## src/rtl/core/ispb_pkg.sv

```systemverilog
package ispb_pkg;

  // Framebuffer geometry
  localparam int MAX_WIDTH  = 512;
  localparam int MAX_HEIGHT = 256;
  localparam int DEPTH      = MAX_WIDTH * MAX_HEIGHT;
  localparam int AW         = $clog2(DEPTH);
  localparam int XW         = $clog2(MAX_WIDTH);
  localparam int YW         = $clog2(MAX_HEIGHT);
  localparam int XCW        = $clog2(MAX_WIDTH + 1);
  localparam int YCW        = $clog2(MAX_HEIGHT + 1);

  // Signed working width for coordinate arithmetic
  localparam int CW = 18;
  typedef logic signed [CW-1:0] coord_t;

  // Written-pixel counter
  localparam int          CNT_W   = 18;
  localparam logic [17:0] CNT_MAX = 18'h3FFFF;

  // Command codes
  localparam logic [1:0] CMD_READ = 2'd0;
  localparam logic [1:0] CMD_FILL = 2'd1;
  localparam logic [1:0] CMD_DRAW = 2'd2;

  // Register indexes on the configuration port
  localparam logic REG_IDX_WIDTH  = 1'b0;
  localparam logic REG_IDX_HEIGHT = 1'b1;
  localparam logic [9:0] SURFACE_WIDTH_RST  = 10'd320;
  localparam logic [8:0] SURFACE_HEIGHT_RST = 9'd200;

  typedef struct packed {
    logic [1:0]         command;
    logic signed [15:0] pos_x;
    logic signed [15:0] pos_y;
    logic signed [15:0] rect_end_x;
    logic signed [15:0] rect_end_y;
    logic [7:0]         color;
    logic [9:0]         sprite_col;
    logic [9:0]         sprite_row;
    logic [10:0]        sprite_width;
    logic [10:0]        sprite_height;
    logic [2:0]         draw_mode;
  } in_word_t;

  typedef struct packed {
    logic [7:0]       pixel_value;
    logic             off_surface;
    logic [CNT_W-1:0] pixels_written;
  } out_word_t;

  // Controller to datapath commands
  typedef struct packed {
    logic load_in;
    logic prep;
    logic plan;
    logic mem_re;
    logic mem_we;
    logic fill_adv;
    logic clear_we;
    logic load_out;
  } ctl_t;

  // Datapath to controller status
  typedef struct packed {
    logic [1:0] cmd;
    logic       draw_ok;
    logic       fill_nonempty;
    logic       fill_last;
    logic       clear_last;
  } sts_t;

endpackage

```

## src/rtl/core/ispb_ctrl.sv

```systemverilog
module ispb_ctrl
  import ispb_pkg::*;
(
  input  logic clk_i,
  input  logic rst_ni,
  input  logic in_valid_i,
  output logic in_stall_o,
  input  logic out_stall_i,
  output logic out_valid_o,
  input  sts_t sts_i,
  output ctl_t ctl_o
);

  typedef enum logic [2:0] {
    ST_CLEAR,
    ST_IDLE,
    ST_PREP,
    ST_PLAN,
    ST_EXEC,
    ST_FILL,
    ST_DONE
  } state_e;

  state_e state_q, state_d;
  logic   out_valid_q, out_valid_d;

  // Sequence one word through the datapath
  always_comb begin
    state_d     = state_q;
    out_valid_d = out_valid_q;
    ctl_o       = '0;
    if (out_valid_q && !out_stall_i) begin
      out_valid_d = 1'b0;
    end
    case (state_q)
      ST_CLEAR: begin
        ctl_o.clear_we = 1'b1;
        if (sts_i.clear_last) begin
          state_d = ST_IDLE;
        end
      end
      ST_IDLE: begin
        if (in_valid_i) begin
          ctl_o.load_in = 1'b1;
          state_d       = ST_PREP;
        end
      end
      ST_PREP: begin
        ctl_o.prep = 1'b1;
        state_d    = ST_PLAN;
      end
      ST_PLAN: begin
        ctl_o.plan = 1'b1;
        state_d    = ST_EXEC;
      end
      ST_EXEC: begin
        state_d = ST_DONE;
        case (sts_i.cmd)
          CMD_READ: begin
            ctl_o.mem_re = 1'b1;
          end
          CMD_DRAW: begin
            ctl_o.mem_we = sts_i.draw_ok;
          end
          CMD_FILL: begin
            if (sts_i.fill_nonempty) begin
              ctl_o.mem_we   = 1'b1;
              ctl_o.fill_adv = 1'b1;
              if (!sts_i.fill_last) begin
                state_d = ST_FILL;
              end
            end
          end
          default: begin
            state_d = ST_DONE;
          end
        endcase
      end
      ST_FILL: begin
        ctl_o.mem_we   = 1'b1;
        ctl_o.fill_adv = 1'b1;
        if (sts_i.fill_last) begin
          state_d = ST_DONE;
        end
      end
      ST_DONE: begin
        // Load the result once the output slot is free
        if (!out_valid_q || !out_stall_i) begin
          ctl_o.load_out = 1'b1;
          out_valid_d    = 1'b1;
          state_d        = ST_IDLE;
        end
      end
      default: begin
        state_d = ST_IDLE;
      end
    endcase
  end

  always_ff @(posedge clk_i or negedge rst_ni) begin
    if (!rst_ni) begin
      state_q     <= ST_CLEAR;
      out_valid_q <= 1'b0;
    end else begin
      state_q     <= state_d;
      out_valid_q <= out_valid_d;
    end
  end

  assign in_stall_o  = (state_q != ST_IDLE);
  assign out_valid_o = out_valid_q;

endmodule

```

## config.mk

```make
export PLATFORM = sky130hd
export DESIGN_NAME = ispb_ctrl
export DESIGN_NICKNAME = d
export VERILOG_FILES = /design/src/rtl/core/ispb_pkg.sv /design/src/rtl/core/ispb_ctrl.sv
export SDC_FILE = /design/constraint.sdc
export NUM_CORES = 1
export LEC_CHECK = 0
export ABC_AREA = 1
export BUFFER_PORTS_ARGS = -buffer_cell sky130_fd_sc_hd__buf_2
export CAP_MARGIN = 30
export CORE_MARGIN = 2
export CORE_UTILIZATION = 23
export CTS_CLUSTER_SIZE = 12
export DETAILED_ROUTE_END_ITERATION = 16
export PLACE_DENSITY = 0.44
export SKIP_LAST_GASP = 1
export SLEW_MARGIN = 40
export SYNTH_ARGS = -nofsm -noshare
export SYNTH_HDL_FRONTEND = slang
export SYNTH_SLANG_ARGS = --single-unit
```

## constraint.sdc

```tcl
create_clock -name clk_i -period 3.25 [get_ports clk_i]
set_input_delay 0.1625 -clock clk_i [delete_from_list [all_inputs] [get_ports clk_i]]
set_output_delay 0.1625 -clock clk_i [all_outputs]
set_load 0.005 [all_outputs]
```

=== After elaboration in Yosys (flattened, before gate mapping) ===
Cells that the tools add are included.

* Flip-flop bits (word level): 4
* Output and inout bits: 10
* Word-level logic and storage cells: 46

* Equal/unequal tests: 13
* Mux-type cells: 24
* Reductions and logical operators: 7

{| class="wikitable"
|+ Operators by type and width
! operator !! count
|-
| 3-bit one-hot mux with 7 select lines || 1
|-
| 3-bit two-way mux || 6
|-
| 1-bit two-way mux || 13
|-
| 3-bit equality test (second input constant) || 3
|-
| 2-bit inequality test (second input constant) || 4
|-
| 3-bit by 2-bit equality test with 1-bit output (second input constant) || 2
|-
| 2-bit two-way mux || 2
|-
| 2-bit one-hot mux with 2 select lines || 1
|-
| 4-bit AND reduction || 1
|-
| 3-bit by 1-bit equality test with 1-bit output (second input constant) || 1
|-
| 3-bit zero test || 1
|-
| 3-bit by 1-bit inequality test with 1-bit output (second input constant) || 1
|-
| 2-bit by 1-bit equality test with 1-bit output (second input constant) || 1
|-
| 2-bit equality test (second input constant) || 1
|-
| 1-bit zero test || 2
|-
| 2-bit zero test || 1
|-
| 1-bit one-hot mux with 2 select lines || 1
|-
| 1-bit logical AND || 1
|-
| 1-bit logical OR || 1
|}

=== Logic depth before layout (Yosys ltp) ===
* Word-level depth: 5
* Gate-level depth with buffers: 9

=== Worst setup path before layout ===
No wires, ideal clock.

* Kind: flip-flop to flip-flop
* Start point: reg state_q[1]
* End point: reg state_q[0]
* Setup time: 123 ps
* Arrival time: 1061 ps
* Setup slack: 2066 ps
* Cell stages (with the launch flop): 7
* Cells stage by stage: dfrtp_1 inv_2 ha_1 nand2_4 nand3_1 nand2_1 nand2_1

* Longest elaborated chain between the ends: 3
* Elaborated cells on any way between the ends: 13
* Classes of those cells: eq/ne (10); mux (1); reduce/logical (2)

{| class="wikitable"
|+ Ends and longest elaborated chain
! item !! RTL line !! source
|-
| from (decl) || ispb_ctrl.sv:24 || <nowiki>state_e state_q, state_d;</nowiki>
|-
| from (signal assigned) || ispb_ctrl.sv:105 || <nowiki>state_q <= state_d;</nowiki>
|-
| 3-bit equality test (tied with other cells) || ispb_ctrl.sv:35 || <nowiki>case (state_q)</nowiki>
|-
| 2-bit inequality test (no line) || -- ||
|-
| 4-bit AND reduction (no line) || -- ||
|}

Parallel ways exist; a longest one is shown, timed or not.
A chain may end at the register's enable or synchronous reset.

==> flow_metrics.py <==
metrics = {
    "global_route": {
        "antenna_found_initial": 0,
        "grt.total_usage_pct": 9.68,
        "grt_pass1_vias": 384,
        "grt_pass1_wl_um": 1520,
        "grt-ovfl-total": 0,
        "grt_max_degree": 10,
    },
    "placed_design": {
        "placedCellCount": 109,
        "io_buffer_count": 19,
        "hpwl_um": 781,
        "gp_congestion": 0.787,
    },
    "clock_network": {
        "clk_pin_slew_ns": 0.03,
        "cts_sinks": 4,
        "clock_latency_ns": 0.23,
        "htreeDepth": 1,
        "root_buffer": "clkbuf_4",
        "cts_buffer_depth": 2,
        "numCtsBuffers": 3,
        "cts_tree": "done",
    },
    "detailed_routing": {
        "viasPerCell": 3.91,
        "wl_per_cell_um": 7.88,
        "highest_layer": "met3",
        "wl_met3_um": 31,
        "vias": 442,
        "drtIter0Drc": 1,
        "ant_nets": 0,
        "drt_wl_total_um": 891,
        "drtPass1Iterations": 2,
        "dr_wl_met2_um": 413,
        "drc": 0,
        "met1_length_um": 447,
    },
    "final_layout": {
        "fin_util_pct": 33.3,
        "diodes": 0,
        "drive_gt1_share_pct": 37.5,
        "syn2layout_area_growth_pct": 35.3,
        "layout_commonest_cell": "buf_2",
        "final_cells": 113,
        "nets": 104,
        "final_cell_mix": "19 x buf_2, 16 x nand2_1, 9 x nor2_1",
    },
    "timing": {
        "timing.final.crit_share_pct": 46.9,
        "slew_viol_final": 0,
        "slew_headroom_pct": 80.6,
        "period_minus_slack_ns": 1.53,
        "hold_violations": 0,
        "skew_ns": 0.00164,
        "tns_ns": 0,
        "clock.fmax_mhz": 655,
        "rsz0062_at_grt": "false",
        "setup_viol": 0,
        "worstMarginPinSlew_ns": 0.291,
    },
    "floorplan": {
        "die_w_um": 47.2,
        "fp.coreArea_um2": 1750,
        "rows": 15,
        "start_util_pct": 24.6,
        "die_h_um": 47.2,
        "ios": 20,
        "die_area_um2": 2230,
    },
    "setup_path": {
        "critPathLaunchType": "flop",
        "crit_chain": "nor2_1 > nand2_1 > inv_2 > nand3_1 > a21oi_1 > buf_2",
        "path_buf_inv": 2,
        "worst_ep_arrival_time_ns": 1.36,
        "critPathSlowestCell": "dfrtp_1",
        "path_delay_family": "flip-flops",
        "slowest_delay_ns": 0.44,
        "setup.worst_path.end_class": "output pin",
        "crit_required_ns": 3.09,
        "criticalPathCategory": "reg -> out",
        "crit_path_max_fanout": 5,
    },
    "synth": {
        "synth_seq_cells": 4,
        "synth_fp_nets": 80,
        "yosysTopAreaCell": "dfrtp_1",
        "avgSynthCellArea_um2": 6.50,
        "synth_top_area_share_pct": 23.3,
        "synthTopCellsByArea": "dfrtp_1 23%, nand2_1 14%, ha_1 12%",
        "ys.warnings.count": 0,
        "postSynthCellCount": 66,
        "ys_seq_area_share_pct": 23.3,
        "ys_types": 17,
        "synth_area_um2": 429,
    },
    "power": {
        "ir_drop_mv": 0.158,
        "leakage_nw": 0.356,
        "powerDensity_nw_per_um2": 629,
    },
    "worst_hold_path": {
        "hold_path_class": "in -> reg",
    },
    "run": {
        "maxCapViolations": 0,
    },
    "status": {
        "status": "completed",
    },
}
repair_timing:
action | 4_1_cts | 5_1_grt
hold endpoints to repair | 4 | 0
resized for setup | 0 | 0
buffers inserted | 0 | 0
hold buffers | 1 | 0
per-stage QoR:
| stage | hold WS, ns | total power, mW | setup WS (ns) | cell area (um^2) |
|---|---|---|---|---|
| final | 0.175 | 0.365 | 1.72 | 581 |
| after floorplan | -0.133 | 0.254 | 2.07 | 429 |
| after global placement | -0.0296 | 0.314 | 1.95 | 548 |
| after global routing | 0.179 | 0.415 | 1.55 | 581 |
| after detailed placement | -0.0305 | 0.310 | 1.95 | 548 |
| after CTS | 0.162 | 0.374 | 1.70 | 581 |
cell families after synthesis:
group           Yosys count  share of synthesized area [%]
simple gates             40                           46.6
fa+ha+maj                 4                           11.7
flops                     4                           23.3
compound gates            4                           5.25
buf+inv                  14                           13.1
worst min-delay path, cell delays in order:
cell     delay (ns)
buf_2          0.07
nand2_1        0.05
nand2_1        0.08
cell usage after synthesis:
master and n:
nor2_2 2, nor3_2 1, nand2_4 2, nand2_1 16
nor2_1 9, o21bai_1 1, ha_1 4, inv_1 8
a21oi_1 2, nand3_1 6, dfrtp_1 4, buf_4 1
nand3b_1 2, nor2_4 1, inv_2 5, nor3_1 1
o21ai_0 1
metal layers:
layer | up-vias | GRT usage, %
li1 | 248 | -
met1 | 187 | 13.8
met2 | 7 | 14.2
met3 | 0 | 3.46
met4 | 0 | 1.67
met5 | - | 0
report_power, final:
part | switching, mW | total (mW) | internal (mW)
logic | 0.128 | 0.216 | 0.0884
registers | 0.0245 | 0.0899 | 0.0654
clock network | 0.0178 | 0.0589 | 0.0411
state kept, by name, summed over array words and instances (netlist names):
name / cells
out_valid_o: 1
state_q: 3
path summary, 6_finish.rpt:
check	start	end	slack, ns	cells after the start
hold / removal	out_stall_i	out_valid_o	0.18	3
setup / recovery	state_q[1]	ctl_o[3]	1.72	6
hold reg to reg	out_valid_o	out_valid_o	0.51	2
min in group asynchronous	rst_ni	state_q[2]	0.28	2
setup reg to reg	state_q[1]	state_q[0]	2.00	6
max in group asynchronous	rst_ni	state_q[0]	2.86	2
layout make-up:
type	count	area, um^2
Fill cell	203	1160
Multi-Input combinational cell	48	273
Timing Repair Buffer	20	105
Sequential cell	4	100
Inverter	13	48.8
Tap cell	25	31.3
Clock buffer	3	22.5
Power figures use the tool's default switching activity.
